$ cat config.mk
export PLATFORM = sky130hd
export DESIGN_NAME = calendar_day_number_converter_core
export DESIGN_NICKNAME = d
export VERILOG_FILES = /design/src/cdn_pkg.sv /design/src/cdn_datapath.sv /design/src/cdn_sequencer.sv /design/src/calendar_day_number_converter_core.sv
export SDC_FILE = /design/constraint.sdc
export NUM_CORES = 1
export LEC_CHECK = 0
export ABC_AREA = 1
export BUFFER_PORTS_ARGS = -buffer_cell sky130_fd_sc_hd__buf_2
export CAP_MARGIN = 25
export CORE_MARGIN = 4
export CORE_UTILIZATION = 25
export DETAILED_ROUTE_END_ITERATION = 8
export PLACE_DENSITY = 0.52
export SYNTH_ARGS = -nofsm -noshare
export SYNTH_HDL_FRONTEND = slang
export SYNTH_SLANG_ARGS = --single-unit
$ cat constraint.sdc
create_clock -name clk -period 5.3 [get_ports clk]
set_input_delay 1.06 -clock clk [delete_from_list [all_inputs] [get_ports clk]]
set_output_delay 1.06 -clock clk [all_outputs]
set_load 0.01 [all_outputs]
$ cat src/cdn_pkg.sv
package cdn_pkg;

	localparam int STEP_W = 4;
	localparam int YEAR_W = 11;
	localparam int DN_W   = 15;

	localparam logic [YEAR_W-1:0] FIRST_YEAR     = 11'd1970;
	localparam logic [YEAR_W-1:0] LAST_YEAR      = 11'd2038;
	localparam logic [DN_W-1:0]   MAX_DAY_NUMBER = 15'd25201;
	localparam logic [3:0]        LAST_MONTH     = 4'd12;

	typedef logic [STEP_W-1:0] step_t;

	localparam step_t ST_WAIT      = 4'd0;
	localparam step_t ST_BRANCH    = 4'd1;
	localparam step_t ST_CHECK     = 4'd2;
	localparam step_t ST_ADD_YEAR  = 4'd3;
	localparam step_t ST_ADD_MONTH = 4'd4;
	localparam step_t ST_ADD_DAY   = 4'd5;
	localparam step_t ST_EMIT      = 4'd6;
	localparam step_t ST_RANGE     = 4'd7;
	localparam step_t ST_SUB_YEAR  = 4'd8;
	localparam step_t ST_SUB_MONTH = 4'd9;
	localparam step_t ST_SET_DAY   = 4'd10;

	typedef enum logic [3:0] {
		ACT_NONE,
		ACT_LOAD,
		ACT_SET_ERR,
		ACT_ADD_YEAR,
		ACT_ADD_MONTH,
		ACT_ADD_DAY,
		ACT_SUB_YEAR,
		ACT_SUB_MONTH,
		ACT_SET_DAY,
		ACT_EMIT
	} act_t;

	typedef enum logic [3:0] {
		COND_ALWAYS,
		COND_ACCEPT,
		COND_OP_D2Y,
		COND_BAD_DATE,
		COND_YR_LT,
		COND_MO_LT,
		COND_BAD_DN,
		COND_YEAR_FITS,
		COND_MONTH_FITS,
		COND_OUT_FREE
	} cond_t;

	typedef struct packed {
		cond_t cond;
		act_t  act;
		step_t target;
		step_t next;
	} uword_t;

	typedef struct packed {
		logic op_d2y;
		logic bad_date;
		logic yr_lt;
		logic mo_lt;
		logic bad_dn;
		logic year_fits;
		logic month_fits;
	} dp_flags_t;

	typedef struct packed {
		logic             status;
		logic [DN_W-1:0]  day_number;
		logic [YEAR_W-1:0] year;
		logic [3:0]       month;
		logic [4:0]       day;
	} result_t;

	function automatic uword_t ucode(input step_t s);
		uword_t w;
		case (s)
			ST_WAIT:      w = '{COND_ACCEPT,     ACT_LOAD,      ST_BRANCH,    ST_WAIT};
			ST_BRANCH:    w = '{COND_OP_D2Y,     ACT_NONE,      ST_RANGE,     ST_CHECK};
			ST_CHECK:     w = '{COND_BAD_DATE,   ACT_SET_ERR,   ST_EMIT,      ST_ADD_YEAR};
			ST_ADD_YEAR:  w = '{COND_YR_LT,      ACT_ADD_YEAR,  ST_ADD_YEAR,  ST_ADD_MONTH};
			ST_ADD_MONTH: w = '{COND_MO_LT,      ACT_ADD_MONTH, ST_ADD_MONTH, ST_ADD_DAY};
			ST_ADD_DAY:   w = '{COND_ALWAYS,     ACT_ADD_DAY,   ST_EMIT,      ST_EMIT};
			ST_EMIT:      w = '{COND_OUT_FREE,   ACT_EMIT,      ST_WAIT,      ST_EMIT};
			ST_RANGE:     w = '{COND_BAD_DN,     ACT_SET_ERR,   ST_EMIT,      ST_SUB_YEAR};
			ST_SUB_YEAR:  w = '{COND_YEAR_FITS,  ACT_SUB_YEAR,  ST_SUB_YEAR,  ST_SUB_MONTH};
			ST_SUB_MONTH: w = '{COND_MONTH_FITS, ACT_SUB_MONTH, ST_SUB_MONTH, ST_SET_DAY};
			ST_SET_DAY:   w = '{COND_ALWAYS,     ACT_SET_DAY,   ST_EMIT,      ST_EMIT};
			default:      w = '{COND_ALWAYS,     ACT_NONE,      ST_WAIT,      ST_WAIT};
		endcase
		return w;
	endfunction

	// valid for years 1970..2038 only, where every fourth year is leap
	function automatic logic is_leap(input logic [YEAR_W-1:0] y);
		return (y[1:0] == 2'b00);
	endfunction

	function automatic logic [8:0] year_len(input logic [YEAR_W-1:0] y);
		return is_leap(y) ? 9'd366 : 9'd365;
	endfunction

	function automatic logic [4:0] month_len(input logic [YEAR_W-1:0] y, input logic [3:0] m);
		logic [4:0] n;
		case (m) inside
			4'd2:                    n = is_leap(y) ? 5'd29 : 5'd28;
			4'd4, 4'd6, 4'd9, 4'd11: n = 5'd30;
			default:                 n = 5'd31;
		endcase
		return n;
	endfunction

endpackage

$ cat src/cdn_datapath.sv
module cdn_datapath
	import cdn_pkg::*;
(
	input  logic              clk,
	input  act_t              act,
	input  logic              operation,
	input  logic [11:0]       year_in,
	input  logic [3:0]        month_in,
	input  logic [4:0]        day_in,
	input  logic [DN_W-1:0]   day_number_in,
	output dp_flags_t         flags,
	output result_t           result
);

	logic              op_q;
	logic              err_q;
	logic [11:0]       tyear_q;
	logic [3:0]        tmon_q;
	logic [4:0]        day_q;
	logic [YEAR_W-1:0] yr_q;
	logic [3:0]        mo_q;
	logic [DN_W-1:0]   acc_q;

	logic [DN_W-1:0] ylen;
	logic [DN_W-1:0] mlen;

	assign ylen = {6'd0, year_len(yr_q)};
	assign mlen = {10'd0, month_len(yr_q, mo_q)};

	always_comb begin
		flags.op_d2y     = op_q;
		flags.bad_date   = (tyear_q < {1'b0, FIRST_YEAR}) || (tyear_q > {1'b0, LAST_YEAR}) ||
		                   (tmon_q == 4'd0) || (tmon_q > LAST_MONTH) || (day_q == 5'd0) ||
		                   (day_q > month_len(tyear_q[YEAR_W-1:0], tmon_q));
		flags.yr_lt      = ({1'b0, yr_q} < tyear_q);
		flags.mo_lt      = (mo_q < tmon_q);
		flags.bad_dn     = (acc_q > MAX_DAY_NUMBER);
		flags.year_fits  = (yr_q < LAST_YEAR) && (acc_q >= ylen);
		flags.month_fits = (mo_q < LAST_MONTH) && (acc_q >= mlen);
	end

	always_ff @(posedge clk) begin
		case (act)
			ACT_LOAD: begin
				op_q    <= operation;
				err_q   <= 1'b0;
				tyear_q <= year_in;
				tmon_q  <= month_in;
				day_q   <= day_in;
				yr_q    <= FIRST_YEAR;
				mo_q    <= 4'd1;
				acc_q   <= operation ? day_number_in : '0;
			end
			ACT_SET_ERR: begin
				err_q <= 1'b1;
			end
			ACT_ADD_YEAR: begin
				acc_q <= acc_q + ylen;
				yr_q  <= yr_q + 11'd1;
			end
			ACT_ADD_MONTH: begin
				acc_q <= acc_q + mlen;
				mo_q  <= mo_q + 4'd1;
			end
			ACT_ADD_DAY: begin
				acc_q <= acc_q + {10'd0, day_q} - 15'd1;
			end
			ACT_SUB_YEAR: begin
				acc_q <= acc_q - ylen;
				yr_q  <= yr_q + 11'd1;
			end
			ACT_SUB_MONTH: begin
				acc_q <= acc_q - mlen;
				mo_q  <= mo_q + 4'd1;
			end
			ACT_SET_DAY: begin
				day_q <= acc_q[4:0] + 5'd1;
			end
			default: begin
			end
		endcase
	end

	always_comb begin
		result.status     = err_q;
		result.day_number = (!err_q && !op_q) ? acc_q : '0;
		result.year       = (!err_q && op_q) ? yr_q : FIRST_YEAR;
		result.month      = (!err_q && op_q) ? mo_q : 4'd1;
		result.day        = (!err_q && op_q) ? day_q : 5'd1;
	end

endmodule

$ cat src/cdn_sequencer.sv
module cdn_sequencer
	import cdn_pkg::*;
(
	input  logic      clk,
	input  logic      arst_n,
	input  logic      accept,
	input  logic      out_free,
	input  dp_flags_t flags,
	output act_t      act,
	output step_t     step
);

	step_t  step_q;
	uword_t uw;
	logic   hit;

	assign uw   = ucode(step_q);
	assign step = step_q;

	always_comb begin
		case (uw.cond)
			COND_ALWAYS:     hit = 1'b1;
			COND_ACCEPT:     hit = accept;
			COND_OP_D2Y:     hit = flags.op_d2y;
			COND_BAD_DATE:   hit = flags.bad_date;
			COND_YR_LT:      hit = flags.yr_lt;
			COND_MO_LT:      hit = flags.mo_lt;
			COND_BAD_DN:     hit = flags.bad_dn;
			COND_YEAR_FITS:  hit = flags.year_fits;
			COND_MONTH_FITS: hit = flags.month_fits;
			COND_OUT_FREE:   hit = out_free;
			default:         hit = 1'b0;
		endcase
	end

	assign act = hit ? uw.act : ACT_NONE;

	always_ff @(posedge clk or negedge arst_n) begin
		if (!arst_n) begin
			step_q <= ST_WAIT;
		end else begin
			step_q <= hit ? uw.target : uw.next;
		end
	end

endmodule

$ cat src/calendar_day_number_converter_core.sv
// channel   | direction | signals                      | contents
// s_axis    | in        | tvalid tready tdata tuser    | date or day number to convert
// m_axis    | out       | tvalid tready tdata tuser    | converted result with status
// The microcode loop that forms each result steps one year per cycle (up to 68)
// and one month per cycle (up to 11).
// A new item is taken only when the sequencer is back at its wait step.
// The result register holds while m_axis_tready is low; the next item is
// accepted meanwhile and its result waits at the emit step.
// arst_n returns the sequencer to its wait step and empties the result register.
module calendar_day_number_converter_core
	import cdn_pkg::*;
(
	input  logic        clk,
	input  logic        arst_n,
	input  logic        s_axis_tvalid,
	output logic        s_axis_tready,
	input  logic [39:0] s_axis_tdata,  // year_in[11:0], month_in[15:12], day_in[20:16],
	                                   // day_number_in[35:21], zero[39:36]
	input  logic        s_axis_tuser,  // operation
	output logic        m_axis_tvalid,
	input  logic        m_axis_tready,
	output logic [39:0] m_axis_tdata,  // day_number_out[14:0], year_out[25:15],
	                                   // month_out[29:26], day_out[34:30], zero[39:35]
	output logic        m_axis_tuser   // status
);

	act_t      act;
	step_t     step;
	dp_flags_t flags;
	result_t   result;
	result_t   out_q;
	logic      m_valid_q;
	logic      accept;
	logic      out_free;

	assign s_axis_tready = (step == ST_WAIT);
	assign accept        = s_axis_tvalid && s_axis_tready;
	assign out_free      = !m_valid_q || m_axis_tready;

	cdn_sequencer u_seq (
		.clk      (clk),
		.arst_n   (arst_n),
		.accept   (accept),
		.out_free (out_free),
		.flags    (flags),
		.act      (act),
		.step     (step)
	);

	cdn_datapath u_dp (
		.clk           (clk),
		.act           (act),
		.operation     (s_axis_tuser),
		.year_in       (s_axis_tdata[11:0]),
		.month_in      (s_axis_tdata[15:12]),
		.day_in        (s_axis_tdata[20:16]),
		.day_number_in (s_axis_tdata[35:21]),
		.flags         (flags),
		.result        (result)
	);

	always_ff @(posedge clk or negedge arst_n) begin
		if (!arst_n) begin
			m_valid_q <= 1'b0;
		end else if (act == ACT_EMIT) begin
			m_valid_q <= 1'b1;
		end else if (m_axis_tready) begin
			m_valid_q <= 1'b0;
		end
	end

	always_ff @(posedge clk) begin
		if (act == ACT_EMIT) begin
			out_q <= result;
		end
	end

	assign m_axis_tvalid = m_valid_q;
	assign m_axis_tuser  = out_q.status;
	assign m_axis_tdata  = {5'd0, out_q.day, out_q.month, out_q.year, out_q.day_number};

endmodule

==> metrics.csv, run 1 <==
stage,metric,value,unit
status,status,"finished, final reports clean",
routing,ant_nets,0,
finish,final_nets,1190,
global_routing,grt_pass1_wl,32.68,mm
placement,place_congestion,0.8720,
sta,slew_headroom,46.18,%
setup_path,cpMaxStageDelayCell,edfxtp_1,
finish,layout-drive-gt1-share,14.34,%
floorplanning,start_util,25.39,%
routing,via_per_inst,4.399,
finish,syn_to_final_growth,16.38,%
floorplanning,core,29720,um^2
floorplanning,die_w,181.7,um
clock_network,cts_max_path_buffers,2,
setup_path,reg2reg_depth,35,
logic_synthesis,yosys_register_bits,94,
sta,fin_crit_sh,91.12,%
finish,nFillCells,3221,
global_routing,grt_pass1_vias,6052,
setup_path,r2r-start,u_dp.mo_q[0]$_SDFFCE_PN1P_,
sta,drv_slew,0,
logic_synthesis,synth_adder_area_share,14.16,%
setup_path,worstReg2RegEnd,u_dp.acc_q[14]$_DFFE_PP_,
clock_network,cts_tree,yes,
sta,fin_setup_tns,0,ps
floorplanning,dieHeight,181.7,um
clock_network,holdBufCountCts,0,
setup_path,crit_path_end_kind,flop,
logic_synthesis,synth_mux_area_share,0,%
setup_path,crit_top_cell,nand2_1,
clock_network,clock_latency,360,ps
logic_synthesis,synth_top_family_by_area,simple AND/OR/NAND/NOR gates,
clock_network,cts_made_buffers,9,
global_routing,overflow,0,
setup_path,cp_top_family,simple AND/OR/NAND/NOR gates,
clock_network,clk_pin_slew,80,ps
hold_path,hold_depth,0,
routing,drt-initial-drc-count,349,
global_routing,grt_max_degree,29,
finish,final_common_cell,nand2_1,
routing,wl_per_cell,14.33,um
finish,stdcell_count,1457,
global_routing,antenna_found_initial,0,
routing,vias,6410,
sta,hold_viol,0,
clock_network,cts_sinks,94,
logic_synthesis,synthXorXnorAreaFrac,5.340,%
routing,wl,20.89,mm
global_routing,track_usage,12.44,%
logic_synthesis,yosysSeqAreaShare,37.08,%
floorplanning,ios,88,
logic_synthesis,synth_cell_types,45,
sta,clock_skew,7.608,ps
hold_path,holdPathEnd,m_axis_tuser$_DFFE_PP_,
setup_path,cp_max_fo,7,
hold_path,worstHoldStart,u_dp.err_q$_DFFE_PP_,
setup_path,required,5410,ps
setup_path,start_kind,flop,
flow_run,cap_violations,0,
routing,drc,0,
placement,placedCellCount,1436,
floorplanning,dieArea,33020,um^2
placement,place.port_buffers,78,
clock_network,h-tree-depth,3,
logic_synthesis,synth-simple-area-share,28.31,%
logic_synthesis,yosysWarnings,0,
sta,tightest_slew,805.0,ps
clock_network,cts_root_buf,clkbuf_16,
sta,max_freq,207.1,MHz
routing,drtPass1Iterations,7,
placement,post-dp-hpwl,16.53,mm
setup_path,reg2reg_slack,470,ps
logic_synthesis,synth.avg_cell_area,7.770,um^2
logic_synthesis,synth_compound_area_share,5.307,%
finish,finish.utilization,29.55,%
placement,placed_cell_area,8418,um^2
floorplanning,num_rows,63,
setup_path,critPathKind,reg2reg,
finish,stdcell_area,8781,um^2
setup_path,cp.arrival,4940,ps
finish,antenna_cells,0,
sta,period_needed,4829,ps
sta,setup_viol,0,
setup_path,critPathMaxStageDelay,460,ps
sta,rsz0062_at_grt,no,
logic_synthesis,syn_inst,971,
hold_path,hold_class,reg2reg,
logic_synthesis,syn-cell-area,7545,um^2
setup_path,crit_buf_inv,4,
finish,final_cell_mix,"247 x nand2_1, 152 x inv_1, 110 x nor2_1",
timing repair:
action                     CTS  global route
buffers inserted             0             5
hold endpoints to repair     0             0
gates resized for setup      0             9
setup endpoints to repair    0             3
worst max-delay path by stage:
stage,startpoint,end,slack [ps],cells past startpoint
after global placement,u_dp.mo_q[0]$_SDFFCE_PN1P_,u_dp.acc_q[14]$_DFFE_PP_,280,36
final,u_dp.mo_q[0]$_SDFFCE_PN1P_,u_dp.acc_q[14]$_DFFE_PP_,470,35
after floorplan,u_dp.mo_q[0]$_SDFFCE_PN1P_,u_dp.acc_q[14]$_DFFE_PP_,880,36
after global routing,u_dp.mo_q[0]$_SDFFCE_PN1P_,u_dp.acc_q[14]$_DFFE_PP_,30,35
after CTS,u_dp.mo_q[0]$_SDFFCE_PN1P_,u_dp.acc_q[14]$_DFFE_PP_,140,35
after detailed placement,u_dp.mo_q[0]$_SDFFCE_PN1P_,u_dp.acc_q[14]$_DFFE_PP_,190,35
area by class of cell:
type | count | area [um^2] | area share, %
clock inverter | 7 | 78.83 | 0.8977
clock buffer | 9 | 225.2 | 2.565
timing repair buffer | 97 | 533.0 | 6.070
tap | 390 | 488.0 | 5.557
inverter | 162 | 608.1 | 6.925
sequential | 94 | 2798 | 31.86
multi-input combinational | 698 | 4050 | 46.12
synthesized netlist by cell type:
master	number	area share [%]
buf_6	1	0.15
nand3_2	4	0.53
clkinv_1	3	0.15
nand4_1	18	1.5
edfxtp_1	89	35
nor2_1	111	5.5
a21oi_2	1	0.12
clkbuf_1	5	0.25
and3_1	1	0.083
o21ai_1	7	0.46
nor2_8	1	0.27
a21boi_0	1	0.10
o31ai_1	1	0.10
a21oi_1	26	1.7
o311ai_0	1	0.12
or2_2	11	0.91
a211o_1	1	0.12
o221ai_1	1	0.12
fa_1	4	1.1
nand2_4	1	0.15
nand2_2	4	0.33
nor4_1	2	0.17
conb_1	1	0.050
nor2_2	3	0.25
nand2_1	247	12
nand3_1	73	4.8
nand3b_1	1	0.10
dfrtp_1	5	1.7
nor3_2	1	0.13
o21bai_1	3	0.30
inv_2	5	0.25
a22oi_1	1	0.10
nor3_1	10	0.66
xor2_1	42	4.9
o211ai_1	4	0.40
o21ai_0	20	1.3
buf_2	6	0.40
buf_4	9	0.90
and2_1	1	0.083
nor3b_1	2	0.20
nor2_4	2	0.30
inv_1	154	7.7
ha_1	79	13
xnor2_1	4	0.46
a31oi_1	4	0.33
per-layer routing:
metal  GRT usage (%)  wire (um)  part of all wire (%)  up-vias
met4           2.702        291                   1.4        0
met3           2.364       1025                   4.9       17
met2           19.78       9487                    45      154
met5               0          0                     0        -
met1           17.62      10080                    48     2939
li1                -          -                     -     3300
sequential cells by signal, summed over array words and instances (netlist names):
register       cells
m_axis_tdata      35
u_dp.yr_q         11
u_dp.day_q         5
u_dp.op_q          1
u_dp.err_q         1
u_dp.tmon_q        4
u_dp.acc_q        15
m_axis_tvalid      1
u_dp.mo_q          4
u_dp.tyear_q      12
u_seq.step         4
m_axis_tuser       1
stage by stage:
stage	hold slack (ps)	setup WS [ps]
after floorplan	441.9	880.2
after global routing	502.4	29.32
final	479.4	470.7
after detailed placement	460.8	187.1
after CTS	482.6	143.8
after global placement	459.8	280.1
cell families (layout without fill, tap and decap cells):
family | count (synthesis) | after routing
buf+inv | 183 | 275
flops | 94 | 94
xor+xnor | 46 | 46
compound gates | 71 | 71
other cells | 1 | 5
fa+ha+maj | 83 | 83
simple gates | 493 | 493
Power of run 1 is left out: the tool's default activity adds up to more than one toggle a clock period on the data nets, which glitch-free logic cannot reach.
==> inputs of run 2 (changes only) <==
--- a/config.mk
+++ b/config.mk
@@ -11,7 +11,7 @@
 export CORE_MARGIN = 4
 export CORE_UTILIZATION = 25
 export DETAILED_ROUTE_END_ITERATION = 8
-export PLACE_DENSITY = 0.52
+export PLACE_DENSITY = 0.53
 export SYNTH_ARGS = -nofsm -noshare
 export SYNTH_HDL_FRONTEND = slang
 export SYNTH_SLANG_ARGS = --single-unit
==> constraint.sdc (replaced) <==
create_clock -name clk -period 4.4 [get_ports clk]
set_input_delay 0.88 -clock clk [delete_from_list [all_inputs] [get_ports clk]]
set_output_delay 0.88 -clock clk [all_outputs]
set_load 0.01 [all_outputs]
==> run 2 against run 1 <==
Count of clock-buffer cells in the layout unchanged; sequential cell count did not move; global-route usage increased by 0.80 points; die area unchanged; register-to-register slack got worse by 390 ps; first-iteration DRC count increased by 29%; maximum frequency is 12% higher; worst hold slack got worse by 150 ps; non-clock buffer count up 94; sequential share of layout area fell by 3.1 points; highest routed layer unchanged.
==> metrics.csv, run 2 (same netlist as run 1, synthesis figures left out) <==
stage,metric,value,unit,change
floorplanning,dieHeight,181.7,um,unchanged
clock_network,cts_max_path_buffers,2,,unchanged
sta,tightest_slew,719.1,ps,-85.91 ps
placement,place.port_buffers,78,,unchanged
placement,place_congestion,0.9007,,+3.3%
routing,vias,6777,,+5.7%
sta,fin_crit_sh,98.19,%,+7.1 points
setup_path,crit_top_cell,nand2_2,,
routing,via_per_inst,4.369,,-0.68%
floorplanning,die_w,181.7,um,unchanged
clock_network,clk_pin_slew,70,ps,about the same
status,status,"finished, final reports clean",,
global_routing,antenna_found_initial,0,,unchanged
routing,drtPass1Iterations,6,,-1
routing,drc,0,,unchanged
sta,max_freq,231.5,MHz,+12%
clock_network,cts_root_buf,clkbuf_16,,
placement,post-dp-hpwl,17.49,mm,+5.8%
clock_network,h-tree-depth,3,,unchanged
floorplanning,num_rows,63,,unchanged
floorplanning,dieArea,33020,um^2,unchanged
floorplanning,start_util,25.39,%,unchanged
setup_path,cp.arrival,4420,ps,-520 ps
routing,ant_nets,0,,unchanged
setup_path,reg2reg_depth,31,,-11%
global_routing,grt_pass1_wl,35.06,mm,+7.3%
routing,wl_per_cell,14.13,um,-1.4%
setup_path,critPathKind,reg2reg,,
global_routing,grt_max_degree,30,,+3.4%
global_routing,track_usage,13.23,%,+0.80 points
clock_network,cts_tree,yes,,
setup_path,reg2reg_slack,80,ps,-390 ps
global_routing,grt_pass1_vias,6630,,+9.6%
setup_path,cpMaxStageDelayCell,edfxtp_1,,
clock_network,cts_sinks,94,,unchanged
clock_network,holdBufCountCts,0,,unchanged
routing,drt-initial-drc-count,451,,+29%
flow_run,cap_violations,0,,unchanged
hold_path,hold_class,in2async,,
finish,final_common_cell,nand2_1,,
floorplanning,ios,88,,unchanged
clock_network,clock_latency,350,ps,about the same
sta,slew_headroom,52.01,%,+5.8 points
global_routing,overflow,0,,unchanged
finish,layout-drive-gt1-share,25.06,%,+11 points
routing,wl,21.92,mm,+5.0%
finish,largest_register_ffs,35,,unchanged
sta,period_needed,4320,ps,-509.0 ps
finish,antenna_cells,0,,unchanged
sta,setup_viol,0,,unchanged
sta,clock_skew,10.25,ps,+2.639 ps
finish,final_nets,1284,,+7.9%
setup_path,required,4500,ps,-910 ps
setup_path,start_kind,flop,,
floorplanning,core,29720,um^2,unchanged
sta,fin_setup_tns,0,ps,unchanged
setup_path,cp_max_fo,4,,-3
clock_network,cts_made_buffers,9,,unchanged
sta,hold_viol,0,,unchanged
finish,syn_to_final_growth,29.04,%,
finish,nFillCells,3126,,-2.9%
setup_path,critPathMaxStageDelay,490,ps,+30 ps
finish,final_cell_mix,"231 x nand2_1, 148 x inv_1, 108 x buf_4",,
sta,drv_slew,0,,unchanged
setup_path,crit_path_end_kind,flop,,
sta,rsz0062_at_grt,yes,,
==> run 2: cell count changes in the layout (fill, tap and decap cells not counted), sizes merged <==
cell	change
clkinvlp	+2
buf	+94
inv	-1
clkinv	-1
==> run 2: metal layers <==
metal	track usage (%)	vias up	part of all wire (%)
li1	-	3486	-
met1	18.70	3103	47
met2	20.63	164	45
met3	2.744	24	6.1
met4	3.512	0	2.0
met5	0	-	0
==> run 2: timing repair <==
item / 4_1_cts / 5_1_grt
endpoints found under the setup margin: 9 / 10
gates cloned: 0 / 0
pin swaps: 28 / 30
resized for setup: 35 / 32
buffers inserted: 13 / 4
==> run 2: worst max-delay path: cells and delay by family (launching register included) <==
kind | cells | cell delay [ps]
adders and majority gates | 3 | 740
DFF | 1 | 490
and+or+nand+nor | 16 | 1350
AOI/OAI and AO/OA | 2 | 300
buffers and inverters | 10 | 1200
==> run 2: worst paths after layout <==
| check | start | end |
|---|---|---|
| min in group clk | u_dp.err_q$_DFFE_PP_ | m_axis_tuser$_DFFE_PP_ |
| max reg2reg | u_dp.mo_q[1]$_SDFFCE_PN0P_ | u_dp.acc_q[6]$_DFFE_PP_ |
| min | arst_n | m_axis_tvalid$_DFFE_PN0P_ |
| max in group asynchronous | arst_n | u_seq.step[2]$_DFF_PN0_ |
| max | u_dp.mo_q[1]$_SDFFCE_PN0P_ | u_dp.acc_q[6]$_DFFE_PP_ |
| min reg2reg | u_dp.err_q$_DFFE_PP_ | m_axis_tuser$_DFFE_PP_ |
==> run 2: per-stage QoR <==
step	utilization [%]	hold slack, ps	setup WS (ps)	cells	instance area [um^2]
after floorplan	-	441.9	15.42	975	7564
after global placement	30.45	457.7	-312.7	1518	9050
after detailed placement	30.45	463.2	-332.4	1518	9050
after CTS	32.22	315.0	-88.35	1547	9574
after global routing	32.76	320.1	-250.0	1551	9736
final	32.76	329.6	79.63	1551	9736
==> run 2: cell type report <==
type / instances / area, um^2 / area share [%]
clock buffer: 9 / 225.2 / 2.313
sequential: 94 / 2798 / 28.74
inverter: 162 / 608.1 / 6.246
timing repair buffer: 191 / 1266 / 13.01
tap: 390 / 488.0 / 5.012
multi-input combinational: 698 / 4269 / 43.85
clock inverter: 7 / 81.33 / 0.8354
Power of run 2 is left out for the same reason.
==> inputs of run 3 (changes only) <==
--- a/config.mk
+++ b/config.mk
@@ -5,13 +5,12 @@
 export SDC_FILE = /design/constraint.sdc
 export NUM_CORES = 1
 export LEC_CHECK = 0
-export ABC_AREA = 1
 export BUFFER_PORTS_ARGS = -buffer_cell sky130_fd_sc_hd__buf_2
 export CAP_MARGIN = 25
 export CORE_MARGIN = 4
 export CORE_UTILIZATION = 25
 export DETAILED_ROUTE_END_ITERATION = 8
-export PLACE_DENSITY = 0.53
+export PLACE_DENSITY = 0.52
 export SYNTH_ARGS = -nofsm -noshare
 export SYNTH_HDL_FRONTEND = slang
 export SYNTH_SLANG_ARGS = --single-unit
==> constraint.sdc (replaced) <==
create_clock -name clk -period 4.5 [get_ports clk]
set_input_delay 0.9 -clock clk [delete_from_list [all_inputs] [get_ports clk]]
set_output_delay 0.9 -clock clk [all_outputs]
set_load 0.01 [all_outputs]
==> run 3 against run 2 <==
Synthesized cell count fell by 26%; sequential share of layout area shrank 0.61 points; global-route usage rose by 1.0 points; first-iteration DRC count down 21%; clock skew up 4.8 ps; highest routed layer is now met5; count of clock-buffer cells in the layout unchanged; critical path depth shrank 6; the flow now finishes with violations (setup timing); cell count is 12% lower; sequential cell count unchanged.
==> metrics.csv, run 3 <==
stage,metric,value,unit,change
finish,final_nets,1102,,-14%
global_routing,met3_usage,2.331,%,-0.41 points
setup_path,start_kind,flop,,
logic_synthesis,yosys_register_bits,94,,unchanged
setup_path,required,4600,ps,+100 ps
placement,place_congestion,0.8464,,-6.0%
global_routing,top_usage_layer,met2,,
logic_synthesis,synth_cell_types,80,,+78%
sta,hold_viol,0,,unchanged
logic_synthesis,synth_top_cell_area_share,36.87,%,+1.4 points
clock_network,clk_pin_slew,80,ps,about the same
logic_synthesis,async_flop_share,5.319,%,unchanged
setup_path,cp_max_fo,4,,unchanged
placement,place.port_buffers,78,,unchanged
clock_network,cts_made_buffers,9,,unchanged
sta,rsz0062_at_grt,yes,,
floorplanning,dieHeight,178.3,um,-1.9%
finish,antenna_cells,0,,unchanged
routing,vias,6358,,-6.2%
routing,wl_per_cell,16.63,um,+18%
sta,drv_slew,0,,unchanged
floorplanning,num_rows,62,,-1.6%
clock_network,holdBufCountCts,0,,unchanged
logic_synthesis,syn_inst,723,,-26%
hold_path,hold_class,in2async,,
logic_synthesis,synth.avg_cell_area,10.03,um^2,+29%
routing,wl,22.66,mm,+3.4%
routing,via_per_inst,4.665,,+6.8%
placement,post-dp-hpwl,17.78,mm,+1.7%
clock_network,cts_sinks,94,,unchanged
setup_path,reg2reg_depth,25,,-19%
floorplanning,dieArea,31790,um^2,-3.7%
global_routing,met1_usage,18.08,%,-0.62 points
status,status,finished with violations,,
routing,drc,0,,unchanged
sta,setup_viol,15,,+15
global_routing,grt_max_degree,23,,-23%
routing,drt-initial-drc-count,357,,-21%
setup_path,crit_path_end_kind,flop,,
logic_synthesis,synth_most_common_cell,edfxtp_1,,
finish,final_common_cell,buf_4,,
logic_synthesis,yosysWarnings,0,,unchanged
logic_synthesis,synth-main-ff-cell,edfxtp_1,,
setup_path,crit_top_cell,inv_2,,
sta,slew_headroom,51.34,%,-0.67 points
logic_synthesis,synth.top_cells.by_area,"edfxtp_1 37%, ha_1 14%, xnor2_1 3.4%, inv_1 3.1%, nand2_1 2.5%",,
sta,tightest_slew,729.9,ps,+10.82 ps
logic_synthesis,synth_common_cells,"89 x edfxtp_1, 79 x ha_1, 59 x inv_1",,
clock_network,cts_max_path_buffers,2,,unchanged
placement,place_ws,-888.2,ps,-555.8 ps
floorplanning,ios,88,,unchanged
finish,final_cell_mix,"168 x buf_4, 89 x edfxtp_1, 78 x buf_2",,
clock_network,h-tree-depth,3,,unchanged
routing,ant_nets,0,,unchanged
finish,layout-drive-gt1-share,34.22,%,+9.2 points
setup_path,critPathKind,reg2reg,,
clock_network,cts_tree,yes,,
finish,largest_register_ffs,35,,unchanged
sta,fin_crit_sh,114.0,%,+16 points
sta,worst_slack,-631.5,ps,-711.1 ps
global_routing,antenna_found_initial,1,,+1
logic_synthesis,yosysSeqAreaShare,38.59,%,+1.5 points
status,violations,setup timing,,
setup_path,critPathMaxStageDelay,450,ps,-40 ps
floorplanning,start_util,25.33,%,-0.063 points
logic_synthesis,synth_enable_flop_cells,89,,unchanged
global_routing,track_usage,14.28,%,+1.0 points
floorplanning,die_w,178.3,um,-1.9%
global_routing,grt_pass1_vias,6460,,-2.6%
floorplanning,core,28630,um^2,-3.7%
global_routing,grt_use_met2,24.81,%,+4.2 points
sta,max_freq,194.9,MHz,-16%
logic_synthesis,syn-cell-area,7249,um^2,-3.9%
global_routing,overflow,0,,unchanged
routing,drtPass1Iterations,5,,-1
sta,clock_skew,15.06,ps,+4.812 ps
setup_path,cpMaxStageDelayCell,edfxtp_1,,
setup_path,cp.arrival,5230,ps,+810 ps
sta,period_needed,5131,ps,+811.1 ps
clock_network,clock_latency,360,ps,about the same
logic_synthesis,yosysTopAreaCell,edfxtp_1,,
finish,syn_to_final_growth,37.19,%,
flow_run,cap_violations,0,,unchanged
clock_network,cts_root_buf,clkbuf_16,,
global_routing,grt_pass1_wl,35.33,mm,+0.77%
run 3: worst paths after layout:
path                                                 start                             end  slack [ps]
worst max-delay path            u_dp.mo_q[0]$_SDFFCE_PN1P_        u_dp.acc_q[14]$_DFFE_PP_        -630
worst min-delay path                                arst_n       m_axis_tvalid$_DFFE_PN0P_         350
worst max register to register  u_dp.mo_q[0]$_SDFFCE_PN1P_        u_dp.acc_q[14]$_DFFE_PP_        -630
worst min register to register     u_dp.day_q[3]$_DFFE_PP_  m_axis_tdata[33]$_SDFFCE_PN0P_         610
max in group asynchronous                           arst_n         u_seq.step[3]$_DFF_PN0_        4000
min in group clk                   u_dp.day_q[3]$_DFFE_PP_  m_axis_tdata[33]$_SDFFCE_PN0P_         610
run 3: cell families after synthesis:
logic type               after synthesis  synth area share [%]
AO/OA/AOI/OAI                        161                 16.07
XOR/XNOR                              43                 5.195
adder cells (fa/ha/maj)               83                 14.74
buffers and inverters                 87                 5.333
flip-flops                            94                 38.59
multiplexers                          18                 2.623
other                                  1               0.05173
AND/OR/NAND/NOR                      236                 17.40
run 3: stage by stage:
stage               cell area (um^2)  setup TNS [ps]  hold WS (ps)  cells  utilization, %
finish                          9946           -3606         353.7   1363           34.75
floorplan                       7365           -1929         514.4    727               -
detailed placement              9264           -4230         598.6   1319           32.36
CTS                             9811           -2684         346.2   1355           34.27
global route                    9946           -6317         360.0   1363           34.75
global placement                9256           -3330         594.7   1318           32.34
run 3: what timing repair did:
item                                   CTS  global route
endpoints found under the hold margin    0             0
setup endpoints to repair               10            28
buffers inserted                        20             8
gates resized for setup                 27            14
pin swaps                               22            10
run 3: final cells by class:
| class | count | area, um^2 |
|---|---|---|
| Clock buffer | 9 | 225.2 |
| Inverter | 60 | 225.2 |
| Multi-Input combinational cell | 546 | 4299 |
| Timing Repair Buffer | 263 | 1843 |
| Sequential cell | 94 | 2798 |
| Clock inverter | 7 | 75.07 |
| Fill cell | 2917 | 18680 |
| Tap cell | 384 | 480.5 |
run 3: critical path: cells and delay by family (launching register included):
kind            cells  cell delay [ps]
fa+ha+maj           4              710
buf+inv             4              270
compound gates      9             1920
mux                 1              300
simple gates        7             1200
flops               1              450
run 3: routing by layer:
metal / up-vias / share of wire, %
met4: 2 / 2.5
met2: 138 / 50
li1: 3155 / -
met1: 3024 / 44
met3: 39 / 4.2
met5: - / 0.057
Power of run 3 is left out for the same reason.
